<file path="src/sv/dtc_pkg.sv">
// ---------------------------------------------------------------------------
// dtc_pkg
// shared widths, constants and the job record passed from front to back
// ---------------------------------------------------------------------------
package dtc_pkg;

    localparam int MAX_STEPS_DEF = 24;
    localparam int FRAC_BITS_DEF = 16;
    localparam int HOURS_PER_DAY = 24;
    localparam int SUB_HOUR      = 16;
    localparam int T_LIMIT       = 4;
    localparam int HOUR_W        = 9;
    localparam int TEMP_W        = 15;
    localparam int IDX_W         = 5;
    localparam logic [IDX_W-1:0] RPD_RESET = 5'd24;

    // positions span about -384 .. 895 in sixteenths of an hour
    localparam int POS_W = 14;

    // one classified day
    typedef struct packed {
        logic signed [POS_W-1:0]  x1;
        logic signed [POS_W-1:0]  x2;
        logic signed [TEMP_W-1:0] y1;
        logic signed [TEMP_W-1:0] y2;
        logic [POS_W-1:0]         period;
        logic [POS_W-1:0]         pstep;
        logic [IDX_W-1:0]         nrec;
        logic                     bad;
    } job_t;

    // step size in sixteenths of an hour: 16 * floor(24 / n)
    function automatic logic [POS_W-1:0] step_len(input logic [IDX_W-1:0] n);
        logic [POS_W-1:0] r;
        case (n)
            5'd1:                      r = POS_W'(384);
            5'd2:                      r = POS_W'(192);
            5'd3:                      r = POS_W'(128);
            5'd4:                      r = POS_W'(96);
            5'd5, 5'd6:                r = POS_W'(64);
            5'd7, 5'd8:                r = POS_W'(48);
            5'd9, 5'd10, 5'd11, 5'd12: r = POS_W'(32);
            // thirteen steps and up: one hour
            default:                   r = POS_W'(SUB_HOUR);
        endcase
        return r;
    endfunction

endpackage

</file>
<file path="src/sv/dtc_if.sv">
// ---------------------------------------------------------------------------
// dtc_in_if / dtc_out_if
// valid/ready channels for day records and step results
// ---------------------------------------------------------------------------
interface dtc_in_if;
    import dtc_pkg::*;
    logic                     valid;
    logic                     ready;
    logic [HOUR_W-1:0]        min_hour;
    logic signed [TEMP_W-1:0] min_temp;
    logic [HOUR_W-1:0]        max_hour;
    logic signed [TEMP_W-1:0] max_temp;
    modport source (output valid, min_hour, min_temp, max_hour, max_temp, input ready);
    modport sink   (input valid, min_hour, min_temp, max_hour, max_temp, output ready);
endinterface

interface dtc_out_if;
    import dtc_pkg::*;
    logic                     valid;
    logic                     ready;
    logic signed [TEMP_W-1:0] step_temp;
    logic [IDX_W-1:0]         step_index;
    logic                     last_step;
    logic                     bad_hours;
    modport source (output valid, step_temp, step_index, last_step, bad_hours, input ready);
    modport sink   (input valid, step_temp, step_index, last_step, bad_hours, output ready);
endinterface

</file>
<file path="src/sv/diurnal_temperature_curve_unit.sv">
// ---------------------------------------------------------------------------
// diurnal_temperature_curve_unit
// day min/max records in, interpolated temperature per step out
// ---------------------------------------------------------------------------
// in_ch carries one day per transfer (hours in 1/16 h, temps in 0.01 degC).
// out_ch gives records_per_day transfers per day, step_index counting up and
// last_step marking the final one; bad_hours flags equal min/max hours.
// cfg_we/cfg_wdata set records_per_day (0 reads as 1, above MAX_STEPS clamps);
// write only while idle. Reset sets records_per_day to 24 and empties the queue.
// The front orders knots and queues up to two days; the back handles one step
// at a time: segment select, a restoring divide (cut short when the segment has
// zero length), the multiply states S_T2, S_T3, S_H and S_Y, then an output
// state that holds until the result is taken. A stalled receiver holds the
// result; the queue keeps taking days until it is full, then in_ch.ready drops.
// ---------------------------------------------------------------------------
module diurnal_temperature_curve_unit
    import dtc_pkg::*;
#(
    parameter int MAX_STEPS = MAX_STEPS_DEF,
    parameter int FRAC_BITS = FRAC_BITS_DEF
)
(
    input  logic       clk,
    input  logic       rst_n,
    input  logic       cfg_we,
    input  logic [4:0] cfg_wdata,
    dtc_in_if.sink     in_ch,
    dtc_out_if.source  out_ch
);

    logic job_valid, job_ready;
    job_t job;

    // intake and queue
    dtc_front #(.MAX_STEPS(MAX_STEPS)) u_front (
        .clk, .rst_n, .cfg_we, .cfg_wdata, .in_ch,
        .job_valid, .job_ready, .job
    );

    // step engine
    dtc_back #(.FRAC_BITS(FRAC_BITS)) u_back (
        .clk, .rst_n, .job_valid, .job_ready, .job, .out_ch
    );

endmodule

</file>
<file path="src/sv/dtc_front.sv">
// ---------------------------------------------------------------------------
// dtc_front
// accepts day records, orders knots and pushes a job into a two-entry queue
// ---------------------------------------------------------------------------
module dtc_front
    import dtc_pkg::*;
#(
    parameter int MAX_STEPS = MAX_STEPS_DEF
)
(
    input  logic        clk,
    input  logic        rst_n,
    input  logic        cfg_we,
    input  logic [4:0]  cfg_wdata,
    dtc_in_if.sink      in_ch,
    output logic        job_valid,
    input  logic        job_ready,
    output job_t        job
);

    logic [IDX_W-1:0] rpd_reg;
    job_t             q_reg [2];
    logic             rd_ptr_reg, wr_ptr_reg;
    logic [1:0]       cnt_reg;
    job_t             newj;
    logic [IDX_W-1:0] wv;
    logic             push, pop;

    // clamp the register write
    always_comb
    begin
        wv = cfg_wdata;
        if (wv == '0)
            wv = IDX_W'(1);
        if (wv > IDX_W'(MAX_STEPS))
            wv = IDX_W'(MAX_STEPS);
    end

    // classify the incoming day
    always_comb
    begin
        newj.nrec   = rpd_reg;
        newj.pstep  = step_len(rpd_reg);
        newj.period = POS_W'(step_len(rpd_reg) * rpd_reg);
        newj.bad    = (in_ch.min_hour == in_ch.max_hour);
        if (in_ch.min_hour < in_ch.max_hour)
        begin
            newj.x1 = POS_W'(in_ch.min_hour); newj.y1 = in_ch.min_temp;
            newj.x2 = POS_W'(in_ch.max_hour); newj.y2 = in_ch.max_temp;
        end
        else
        begin
            newj.x1 = POS_W'(in_ch.max_hour); newj.y1 = in_ch.max_temp;
            newj.x2 = POS_W'(in_ch.min_hour); newj.y2 = in_ch.min_temp;
        end
    end

    assign in_ch.ready = (cnt_reg != 2'd2);
    assign push        = in_ch.valid && in_ch.ready;
    assign job_valid   = (cnt_reg != 2'd0);
    assign pop         = job_valid && job_ready;
    assign job         = q_reg[rd_ptr_reg];

    // queue storage
    always_ff @(posedge clk)
    begin
        if (push)
            q_reg[wr_ptr_reg] <= newj;
    end

    // queue control and register
    always_ff @(posedge clk or negedge rst_n)
    begin
        if (!rst_n)
        begin
            rpd_reg    <= RPD_RESET;
            rd_ptr_reg <= 1'b0;
            wr_ptr_reg <= 1'b0;
            cnt_reg    <= 2'd0;
        end
        else
        begin
            if (cfg_we)
                rpd_reg <= wv;
            if (push)
                wr_ptr_reg <= ~wr_ptr_reg;
            if (pop)
                rd_ptr_reg <= ~rd_ptr_reg;
            cnt_reg <= cnt_reg + 2'(push) - 2'(pop);
        end
    end

endmodule

</file>
<file path="src/sv/dtc_back.sv">
// ---------------------------------------------------------------------------
// dtc_back
// walks the steps of one job: segment select, serial divide, cubic, output
// ---------------------------------------------------------------------------
module dtc_back
    import dtc_pkg::*;
#(
    parameter int FRAC_BITS = FRAC_BITS_DEF
)
(
    input  logic        clk,
    input  logic        rst_n,
    input  logic        job_valid,
    output logic        job_ready,
    input  job_t        job,
    dtc_out_if.source   out_ch
);

    localparam int QW  = POS_W + FRAC_BITS + 2;       // dividend width
    localparam int TW  = FRAC_BITS + 4;               // signed t, |t| <= 4
    localparam int PW  = 2 * TW;
    localparam int HW  = FRAC_BITS + 9;
    localparam int DYW = TEMP_W + 2;
    localparam int YW  = DYW + HW + 1;
    localparam int CW  = $clog2(QW + 1);

    typedef enum logic [2:0] {S_IDLE, S_SEG, S_DIV, S_T2, S_T3, S_H, S_Y, S_OUT} state_t;

    state_t                  state_reg;
    job_t                    j_reg;
    logic [IDX_W-1:0]        i_reg;
    logic [POS_W-1:0]        p_reg;
    logic signed [TEMP_W-1:0] ya_reg;
    logic signed [DYW-1:0]   dy_reg;
    logic                    neg_reg, zero_reg;
    logic [QW-1:0]           num_reg, quo_reg;
    logic [POS_W:0]          den_reg;
    logic [POS_W+1:0]        rem_reg;
    logic [CW-1:0]           cnt_reg;
    logic signed [TW-1:0]    t_reg;
    logic signed [PW-1:0]    t2_reg, t3_reg;
    logic signed [HW-1:0]    h_reg;
    logic signed [YW-1:0]    prod_reg;
    logic                    ov_reg;
    logic signed [TEMP_W-1:0] temp_reg;
    logic [IDX_W-1:0]        idx_reg;
    logic                    last_reg, badr_reg;

    // segment selection on the current step
    logic signed [POS_W+1:0] a_s, b_s, p_s, dn_s, nm_s;
    logic signed [TEMP_W-1:0] sya, syb;
    logic                    neg_s;
    always_comb
    begin
        p_s = (POS_W+2)'(signed'({1'b0, p_reg}));
        if (p_s < (POS_W+2)'(j_reg.x1))
        begin
            a_s = (POS_W+2)'(j_reg.x2) - (POS_W+2)'(signed'({1'b0, j_reg.period}));
            b_s = (POS_W+2)'(j_reg.x1); sya = j_reg.y2; syb = j_reg.y1;
        end
        else if (p_s < (POS_W+2)'(j_reg.x2))
        begin
            a_s = (POS_W+2)'(j_reg.x1); b_s = (POS_W+2)'(j_reg.x2);
            sya = j_reg.y1; syb = j_reg.y2;
        end
        else
        begin
            a_s = (POS_W+2)'(j_reg.x2);
            b_s = (POS_W+2)'(j_reg.x1) + (POS_W+2)'(signed'({1'b0, j_reg.period}));
            sya = j_reg.y2; syb = j_reg.y1;
        end
        dn_s = b_s - a_s;
        nm_s = p_s - a_s;
        // t is negative only for a nonzero offset against the segment direction
        neg_s = (nm_s != '0) && ((nm_s < 0) != (dn_s < 0));
    end

    // restoring divide step: remainder against 2*den
    logic [POS_W+2:0] trial;
    always_comb
        trial = {rem_reg, num_reg[QW-1]} - {1'b0, den_reg, 1'b0};

    // rounding of t: quotient of (2*num*one + den) / (2*den)
    logic signed [TW+1:0] tq;
    logic signed [TW-1:0] tsat;
    localparam logic signed [TW+1:0] TLIM = (TW+2)'(T_LIMIT) <<< FRAC_BITS;
    always_comb
    begin
        tq = neg_reg ? -(TW+2)'(quo_reg) : (TW+2)'(quo_reg);
        if (quo_reg > QW'(TLIM))
            tq = neg_reg ? -TLIM : TLIM;
        tsat = TW'(tq);
    end

    localparam logic signed [PW-1:0] HALF = PW'(1) <<< (FRAC_BITS - 1);
    logic signed [YW-1:0] yfull;
    always_comb
        yfull = YW'(ya_reg) + ((prod_reg + YW'(HALF)) >>> FRAC_BITS);

    assign job_ready        = (state_reg == S_IDLE);
    assign out_ch.valid     = (state_reg == S_OUT);
    assign out_ch.step_temp = temp_reg;
    assign out_ch.step_index = idx_reg;
    assign out_ch.last_step = last_reg;
    assign out_ch.bad_hours = badr_reg;

    // sequencer and datapath registers
    always_ff @(posedge clk or negedge rst_n)
    begin
        if (!rst_n)
        begin
            state_reg <= S_IDLE;
        end
        else
        begin
            case (state_reg)
                S_IDLE:
                begin
                    if (job_valid)
                    begin
                        j_reg     <= job;
                        i_reg     <= '0;
                        p_reg     <= '0;
                        state_reg <= S_SEG;
                    end
                end
                S_SEG:
                begin
                    ya_reg   <= sya;
                    dy_reg   <= DYW'(syb) - DYW'(sya);
                    zero_reg <= (dn_s == '0);
                    neg_reg  <= neg_s;
                    den_reg  <= (dn_s < 0) ? (POS_W+1)'(-dn_s) : (POS_W+1)'(dn_s);
                    // dividend 2*|num|*one + |den|, minus |den| when t is negative
                    num_reg  <= (QW'((nm_s < 0) ? -nm_s : nm_s) << (FRAC_BITS + 1))
                              + (neg_s ? -QW'((dn_s < 0) ? -dn_s : dn_s)
                                       : QW'((dn_s < 0) ? -dn_s : dn_s));
                    rem_reg  <= '0;
                    quo_reg  <= '0;
                    cnt_reg  <= CW'(QW);
                    state_reg <= S_DIV;
                end
                S_DIV:
                begin
                    if (zero_reg || cnt_reg == '0)
                    begin
                        state_reg <= S_T2;
                        // negative: the magnitude needs a ceiling
                        if (!zero_reg && neg_reg && rem_reg != '0)
                            quo_reg <= quo_reg + QW'(1);
                    end
                    else
                    begin
                        num_reg <= {num_reg[QW-2:0], 1'b0};
                        if (!trial[POS_W+2])
                        begin
                            rem_reg <= trial[POS_W+1:0];
                            quo_reg <= {quo_reg[QW-2:0], 1'b1};
                        end
                        else
                        begin
                            rem_reg <= {rem_reg[POS_W:0], num_reg[QW-1]};
                            quo_reg <= {quo_reg[QW-2:0], 1'b0};
                        end
                        cnt_reg <= cnt_reg - CW'(1);
                    end
                end
                S_T2:
                begin
                    t_reg  <= tsat;
                    t2_reg <= (PW'(tsat) * PW'(tsat) + HALF) >>> FRAC_BITS;
                    state_reg <= S_T3;
                end
                S_T3:
                begin
                    t3_reg <= (t2_reg * PW'(t_reg) + HALF) >>> FRAC_BITS;
                    state_reg <= S_H;
                end
                S_H:
                begin
                    h_reg <= HW'(3 * t2_reg - 2 * t3_reg);
                    state_reg <= S_Y;
                end
                S_Y:
                begin
                    prod_reg  <= YW'(dy_reg) * YW'(h_reg);
                    state_reg <= S_OUT;
                    idx_reg   <= i_reg;
                    last_reg  <= (i_reg == j_reg.nrec - IDX_W'(1));
                    badr_reg  <= j_reg.bad;
                    ov_reg    <= zero_reg;
                end
                S_OUT:
                begin
                    if (out_ch.ready)
                    begin
                        if (last_reg)
                            state_reg <= S_IDLE;
                        else
                        begin
                            i_reg <= i_reg + IDX_W'(1);
                            p_reg <= p_reg + j_reg.pstep;
                            state_reg <= S_SEG;
                        end
                    end
                end
                default: state_reg <= S_IDLE;
            endcase
        end
    end

    // final value with saturation, zero for bad hours, formed while the result is held
    always_comb
    begin
        logic signed [YW-1:0] y;
        y = ov_reg ? YW'(ya_reg) : yfull;
        if (y > YW'(16383))
            y = YW'(16383);
        if (y < -YW'(16384))
            y = -YW'(16384);
        temp_reg = badr_reg ? '0 : TEMP_W'(y);
    end

endmodule

</file>
<file path="src/flat_wrapper.sv">
// flat-port wrapper written by rule: the top's interface ports become plain ports
module diurnal_temperature_curve_unit_flat import dtc_pkg::*;
#(
    parameter int MAX_STEPS = MAX_STEPS_DEF,
    parameter int FRAC_BITS = FRAC_BITS_DEF
)
  (clk, rst_n, cfg_we, cfg_wdata, in_ch_valid, in_ch_min_hour, in_ch_min_temp, in_ch_max_hour, in_ch_max_temp, in_ch_ready, out_ch_valid, out_ch_step_temp, out_ch_step_index, out_ch_last_step, out_ch_bad_hours, out_ch_ready);
  dtc_in_if in_ch_i ();
  dtc_out_if out_ch_i ();
  input  logic clk;
  input  logic rst_n;
  input  logic cfg_we;
  input  logic [4:0] cfg_wdata;
  input wire logic [$bits(in_ch_i.valid)-1:0] in_ch_valid;
  input wire logic [$bits(in_ch_i.min_hour)-1:0] in_ch_min_hour;
  input wire logic [$bits(in_ch_i.min_temp)-1:0] in_ch_min_temp;
  input wire logic [$bits(in_ch_i.max_hour)-1:0] in_ch_max_hour;
  input wire logic [$bits(in_ch_i.max_temp)-1:0] in_ch_max_temp;
  output wire logic [$bits(in_ch_i.ready)-1:0] in_ch_ready;
  output wire logic [$bits(out_ch_i.valid)-1:0] out_ch_valid;
  output wire logic [$bits(out_ch_i.step_temp)-1:0] out_ch_step_temp;
  output wire logic [$bits(out_ch_i.step_index)-1:0] out_ch_step_index;
  output wire logic [$bits(out_ch_i.last_step)-1:0] out_ch_last_step;
  output wire logic [$bits(out_ch_i.bad_hours)-1:0] out_ch_bad_hours;
  input wire logic [$bits(out_ch_i.ready)-1:0] out_ch_ready;
  assign in_ch_i.valid = in_ch_valid;
  assign in_ch_i.min_hour = in_ch_min_hour;
  assign in_ch_i.min_temp = in_ch_min_temp;
  assign in_ch_i.max_hour = in_ch_max_hour;
  assign in_ch_i.max_temp = in_ch_max_temp;
  assign in_ch_ready = in_ch_i.ready;
  assign out_ch_valid = out_ch_i.valid;
  assign out_ch_step_temp = out_ch_i.step_temp;
  assign out_ch_step_index = out_ch_i.step_index;
  assign out_ch_last_step = out_ch_i.last_step;
  assign out_ch_bad_hours = out_ch_i.bad_hours;
  assign out_ch_i.ready = out_ch_ready;
  diurnal_temperature_curve_unit #(.MAX_STEPS(MAX_STEPS), .FRAC_BITS(FRAC_BITS)) u_core (.clk(clk), .rst_n(rst_n), .cfg_we(cfg_we), .cfg_wdata(cfg_wdata), .in_ch(in_ch_i), .out_ch(out_ch_i));
endmodule
</file>
<file path="config.mk">
export PLATFORM = sky130hd
export DESIGN_NAME = diurnal_temperature_curve_unit_flat
export DESIGN_NICKNAME = d
export VERILOG_FILES = /design/src/sv/dtc_pkg.sv /design/src/sv/dtc_if.sv /design/src/sv/diurnal_temperature_curve_unit.sv /design/src/sv/dtc_front.sv /design/src/sv/dtc_back.sv /design/src/flat_wrapper.sv
export SDC_FILE = /design/constraint.sdc
export NUM_CORES = 2
export LEC_CHECK = 0
export ABC_AREA = 1
export BUFFER_PORTS_ARGS = -buffer_cell sky130_fd_sc_hd__buf_2
export CORE_ASPECT_RATIO = 1.1
export CORE_MARGIN = 4
export CORE_UTILIZATION = 65
export CTS_CLUSTER_DIAMETER = 40
export DETAILED_ROUTE_END_ITERATION = 10
export PLACE_DENSITY = 0.89
export SETUP_SLACK_MARGIN = 0.05
export SYNTH_ARGS = -nofsm -noshare
export SYNTH_HDL_FRONTEND = slang
export SYNTH_SLANG_ARGS = --single-unit
</file>
<file path="constraint.sdc">
create_clock -name clk -period 15.7 [get_ports clk]
set_input_delay 3.14 -clock clk [delete_from_list [all_inputs] [get_ports clk]]
set_output_delay 3.14 -clock clk [all_outputs]
set_load 0.05 [all_outputs]
</file>
# Word level (Yosys, flattened, before mapping)
# Memory sizes are Yosys's and may differ from the RTL's. A register that Yosys moved wholly into a read port is not among the register bits.
# Cells that the tools add are included.
[totals] rom_bits=160 mem_bits_rw=174 in_bits=58 memories=3 register_bits=323 latchBits=0 output_inout_bits=24
[mem_list] memory="u_core.u_front.q_reg" depth=2 word_bits=87 read_ports=1 rd_clocked_by_memory_dff=1 write_ports=1 line_no="dtc_front.sv:22" text="job_t q_reg [2];"
[mem_list] memory="(name not given)" depth=16 word_bits=5 read_ports=1 rd_clocked_by_memory_dff=0 write_ports=0 line_no="dtc_pkg.sv:35" text="case (n)"
[mem_list] memory="(name not given)" depth=16 word_bits=5 read_ports=1 rd_clocked_by_memory_dff=0 write_ports=0 line_no="dtc_pkg.sv:35"
[classes] shift=0 eq_ne=17 div_mod_pow=0 bitwise=2 n_lt_le_gt_ge=9 add_sub_neg=24 reduce_logical=26 mul=5 n_mux=50
[ops] operator="2-to-1 mux 32 bit" n=5
[ops] operator="case mux 32 bit (2 select lines)" n=2
[ops] operator="2-to-1 mux 15 bit" n=8
[ops] operator="2-to-1 mux 16 bit" n=6
[ops] operator="2-to-1 mux 43 bit" n=2
[ops] operator="adder 40 x 17 -> 40 bit, second input constant" n=2
[ops] operator="2-to-1 mux 14 bit" n=5
[ops] operator="2-to-1 mux 20 bit" n=3
[ops] operator="2-to-1 mux 53 bit" n=1
[ops] operator="adder 43 x 17 -> 43 bit, second input constant" n=1
[ops] operator="greater-than comparator 43 x 15 -> 1 bit, second input constant" n=1
[ops] operator="less-than comparator 43 x 15 -> 1 bit, second input constant" n=1
[ops] operator="multiplier 16 x 25 -> 41 bit" n=1
[ops] operator="multiplier 20 x 20 -> 40 bit" n=1
[ops] operator="multiplier 24 x 20 -> 40 bit" n=1
[ops] operator="adder 32 x 1 -> 32 bit, second input constant" n=1
[ops] operator="adder 32 bit" n=1
[ops] operator="greater-than comparator 32 x 19 -> 1 bit, second input constant" n=1
[ops] operator="less-than comparator 16 x 1 -> 1 bit, second input constant" n=2
[ops] operator="negator 16 -> 32 bit" n=1
[ops] operator="negator 32 bit" n=1
[ops] operator="case mux 16 bit (2 select lines)" n=1
[ops] operator="nonzero test 16 bit" n=2
[ops] operator="less-than comparator 15 x 14 -> 1 bit" n=2
[ops] operator="other kinds (49)" n=81

# Depth between registers and ports, before layout
[logic_depth] ltp_word=10 depth_mapped=55

# Modules after synthesis
# A second synthesis with hierarchy kept.
[hier_totals] hier_cells=8988 hier_area_um2=77296.6
[modules_own_cells] mod="dtc_back" seq_area_each_um2=11245.8 area_each_um2=69847.0 n_inst=1 cells_each=8235
[modules_own_cells] mod="dtc_front" seq_area_each_um2=4371.7 area_each_um2=7449.6 n_inst=1 cells_each=753

# Least setup slack after synthesis
# No wires, ideal clock.
[synth_path] kind="register to register" from="register u_core.u_back.quo_reg[0]" to="register, netlist name u_core.u_back.t2_reg[23]" stages_incl_launch_ff=42 synth_period_minus_slack_ns=8.216 setup_time_ns=0.252 path_slack_ns=7.484 arrival_time_ns=7.963 path_cell_list="edfxtp_1 > clkinv_1 > ha_1 > nand4_1 > nor3_1 > nand2_1 > nor2_1 > nand2_1 > nor2_1 > o21ai_1 > buf_2 > clkbuf_1 > nor2_1 > clkinv_1 > nor2_1 > inv_1 > fa_1 > inv_1 > (+6 left out) > fa_1 > inv_1 > fa_1 > fa_1 > ha_1 > a21oi_1 > inv_1 > a21oi_1 > o311ai_0 > a31oi_1 > nand2_1 > nand3_1 > nand2_1 > a21o_1 > nand2_1 > nand2_1 > nand2_1 > nand2_1"
[synth_via] elab_chain_cells=5 elab_cells_between_ends=6 cone_classes="2 x add/sub; 1 x mul; 1 x order compare; 2 x mux"
[synth_rtl] item="from (decl)" line_no="dtc_back.sv:36" text="logic [QW-1:0] num_reg, quo_reg;"
[synth_rtl] item="from (signal assigned)" line_no="dtc_back.sv:150" text="quo_reg <= quo_reg + QW'(1);"
[synth_rtl] item="from (signal assigned)" line_no="dtc_back.sv:158" text="quo_reg <= {quo_reg[QW-2:0], 1'b1};"
[synth_rtl] item="from (signal assigned)" line_no="dtc_back.sv:163" text="quo_reg <= {quo_reg[QW-2:0], 1'b0};"
[synth_rtl] item="negator 20 bit" line_no="dtc_back.sv:89" text="tq = neg_reg ? -(TW+2)'(quo_reg) : (TW+2)'(quo_reg);"
[synth_rtl] item="2-to-1 mux 20 bit" line_no="dtc_back.sv:89"
[synth_rtl] item="2-to-1 mux 20 bit *" line_no="dtc_back.sv:90" text="if (quo_reg > QW'(TLIM))"
[synth_rtl] item="net u_core.u_back.tq[4]" line_no="dtc_back.sv:84" text="logic signed [TW+1:0] tq;"
[synth_rtl] item="multiplier 20 x 20 -> 40 bit *" line_no="dtc_back.sv:171" text="t2_reg <= (PW'(tsat) * PW'(tsat) + HALF) >>> FRAC_BITS;"
[synth_rtl] item="adder 40 x 17 -> 40 bit *" line_no="dtc_back.sv:171"
# The timed path passes the listed nets; every way through them passes the cells marked *.
# A chain may end at the register's enable or synchronous reset.

# Worst setup path after layout
[layout_path] from="register u_core.u_back.quo_reg[0]" to="register u_core.u_back.t2_reg[22], data pin"
[layout_via] elab_chain_cells=5 elab_cells_between_ends=6 cone_classes="2 x add/sub; 1 x mul; 1 x order compare; 2 x mux"
[layout_rtl] item="negator 20 bit" line_no="dtc_back.sv:89"
[layout_rtl] item="2-to-1 mux 20 bit" line_no="dtc_back.sv:89"
[layout_rtl] item="2-to-1 mux 20 bit *" line_no="dtc_back.sv:90"
[layout_rtl] item="net u_core.u_back.tq[2]" line_no="dtc_back.sv:84"
[layout_rtl] item="multiplier 20 x 20 -> 40 bit *" line_no="dtc_back.sv:171"
[layout_rtl] item="adder 40 x 17 -> 40 bit *" line_no="dtc_back.sv:171"
[layout_rtl] item="to (signal assigned)" line_no="dtc_back.sv:171"
[layout_rtl] item="to (decl)" line_no="dtc_back.sv:41" text="logic signed [PW-1:0] t2_reg, t3_reg;"
# Marks and branches as above.

==> key figures <==
Logic synthesis
  – Sequential area share after synthesis: 19.89%
  – Main synth FF type: edfxtp_1
  – Yosys warns: 0
  – Async SR Flop Fraction: 2.424%
  – Number of synthesized flops with an enable pin: 483
  – Mapped Cells: 8632
  – Synth cell types: 71
  – Flops & latches, synth: 495
  – Synthesized cell area: 74430 um2
  – Syn Area/Cell: 8.622 um2

Worst setup path
  – Critical path's top delay family: adder cells
  – Required @ worst endpoint: 16.09 ns
  – Crit path top cell by count: fa_1
  – CP bufs+invs: 5
  – Setup crit end kind: flop
  – Slowest stage delay, CP: 0.76 ns
  – Peak fanout along the critical path: 13
  – CP startpoint kind: flop
  – Max stage delay cell, worst path: fa_1
  – CP Data Arrival Time: 10.00 ns
  – Critical path class: flop to flop

GRT
  – Initial antenna violation count: 5
  – First-pass GRT wire length: 315.3 mm
  – Largest net degree at the start of global routing: 85
  – Tot GR Track Use: 33.00%
  – Total congestion overflow: 0
  – Vias in the first global route: 62980

Timing
  – Max frequency: 104.0 MHz
  – Total Negative Setup Slacks: 0 ns
  – # setup viols final: 0
  – Period utilisation layout: 61.23%
  – Final Hold Fails: 0
  – Final slew viol count: 0
  – Unrepaired setup endpoints after global routing: no
  – Setup slack after layout: 6.086 ns
  – Final Skew: 0.03440 ns
  – Final min period: 9.614 ns
  – Worst slew pin tran: 1.493 ns
  – Rel. slew slack: 0.4935%

Run
  – Maxcap violations: 0

Layout
  – Share of cells above drive strength 1: 5.624%
  – Commonest non-fill, non-tap cell in the layout: inv_1
  – Nets: 10440
  – Syn-to-layout area delta: 6.150%
  – Filler Cells Inserted: 8080
  – Most frequent cells in the layout: 2180 x inv_1, 1867 x nand2_1, 1266 x fa_1
  – Largest register FFs: 138

Clock network
  – CTS tree: yes
  – Clock Path Buffers: 3
  – Clock Latency Late Sink: 0.67 ns
  – Htree depth: 3
  – Setup Fix Bufs, Post-CTS: 0
  – Reg clk slew, reported paths: 0.06 ns
  – Hold_buf cts: 0
  – CTS Buf Count: 77
  – Root Buffer: clkbuf_16
  – Post-cts resize count: 0
  – CTS Sinks: 495

Place
  – IO buf count: 81
  – Pre-CTS setup slack: 6.169 ns
  – Gpl congestion: 0.9712
  – Hpwl dp: 148.4 mm

Floorplan
  – DIE AREA: 120000 um2
  – Die H: 362.9 um
  – Initial Util: 65.78%
  – Num ports: 82
  – Die X: 330.6 um
  – # rows: 129
  – Core Area: 113100 um2

Run status
  – Outcome: finished clean

Min path
  – Worst Hold Class: flop to flop

Drt
  – Post-route DRC: 0
  – DR WL/cell: 18.83 um
  – Vias: 58060
  – Routed wire length: 192.1 mm
  – Initial DRC count: 5330
  – Routed Antenna Nets: 0
  – Vias/cell: 5.689
  – Detailed Routing Iterations Pass 1: 6
[per-stage QoR]
step / util, % / hold WS [ns] / cells / instance area [um2]
2_1_floorplan: - / 0.4003 / 8639 / 74450
3_3_place_gp: 67.53 / 0.4070 / 10060 / 76400
3_5_place_dp: 67.53 / 0.4090 / 10060 / 76400
4_1_cts: 69.82 / 0.4248 / 10200 / 78990
5_1_grt: 69.82 / 0.4453 / 10200 / 79000
6_report: 69.82 / 0.4250 / 10210 / 79000
[path summary, 6_finish.rpt]
path                                               start                              to  slack, ns  depth (start not counted)
worst max-delay path            u_core.u_back.quo_reg[0]        u_core.u_back.t2_reg[22]       6.09                         29
worst min-delay path              u_core.u_back.j_reg[0]  u_core.u_back.out_ch.bad_hours       0.43                          0
worst max register to register  u_core.u_back.quo_reg[0]        u_core.u_back.t2_reg[22]       6.09                         29
worst min register to register    u_core.u_back.j_reg[0]  u_core.u_back.out_ch.bad_hours       0.43                          0
max in group asynchronous                          rst_n       u_core.u_front.rd_ptr_reg      12.94                          1
min in group asynchronous                          rst_n       u_core.u_front.wr_ptr_reg       2.41                          1
[cells by family after synthesis]
family,share of synthesized area [%]
AND/OR/NAND/NOR,16.34
buffers and inverters,12.59
adder cells (fa/ha/maj),42.19
AO/OA/AOI/OAI,5.284
flip-flops,19.89
XOR/XNOR,3.682
other,0.01009
multiplexers,0.01345
[routing by layer]
metal / track usage, % / vias to the layer above / share of wire [%]
li1: - / 25850 / -
met1: 40.74 / 28270 / 36
met2: 55.69 / 3039 / 49
met3: 6.360 / 901 / 9.0
met4: 16.57 / 2 / 5.7
met5: 0 / - / 0.0068
[synth_stat cells, types with 5 or more instances]
cell type,instances,area share (%)
xor2_1,215,2.5
buf_2,5,0.034
nor4_1,25,0.21
clkinv_1,15,0.076
a211oi_1,8,0.081
inv_1,2180,11
o21ai_1,14,0.094
dfrtp_1,10,0.34
o22ai_1,13,0.11
o31ai_1,7,0.071
a21o_1,20,0.20
xnor2_1,96,1.1
nand3_2,14,0.19
a21oi_1,286,1.9
ha_1,484,8.1
nand2_2,36,0.30
and2_1,15,0.13
edfxtp_1,483,19
nand3_1,192,1.3
o21a_1,18,0.18
nand3b_1,13,0.13
fa_1,1266,34
or2_2,50,0.42
o21bai_1,17,0.17
a31oi_1,27,0.23
a21boi_0,14,0.14
nand2_1,1867,9.4
inv_2,18,0.091
nor2_4,13,0.20
nor3_1,62,0.42
clkbuf_1,225,1.1
buf_1,6,0.030
nand2_4,12,0.18
o21ai_0,243,1.6
nor2_1,525,2.6
nor2_2,15,0.13
o211ai_1,11,0.11
nand4_1,52,0.44
[final cells by class]
type                    count  area (um2)  share of cell area, %
repair buffers            163        1021                  1.292
inverters                2216        8328                  10.54
well taps                1506        1884                  2.385
diodes                      4       10.01                0.01267
clock buffers              84        1953                  2.472
clock inverters            56       636.9                 0.8061
flip-flops and latches    495       14810                  18.74
multi-input cells        5681       50360                  63.75
Power is left out: the tool's default activity adds up to more than one toggle a clock period on the data nets, which glitch-free logic cannot reach.
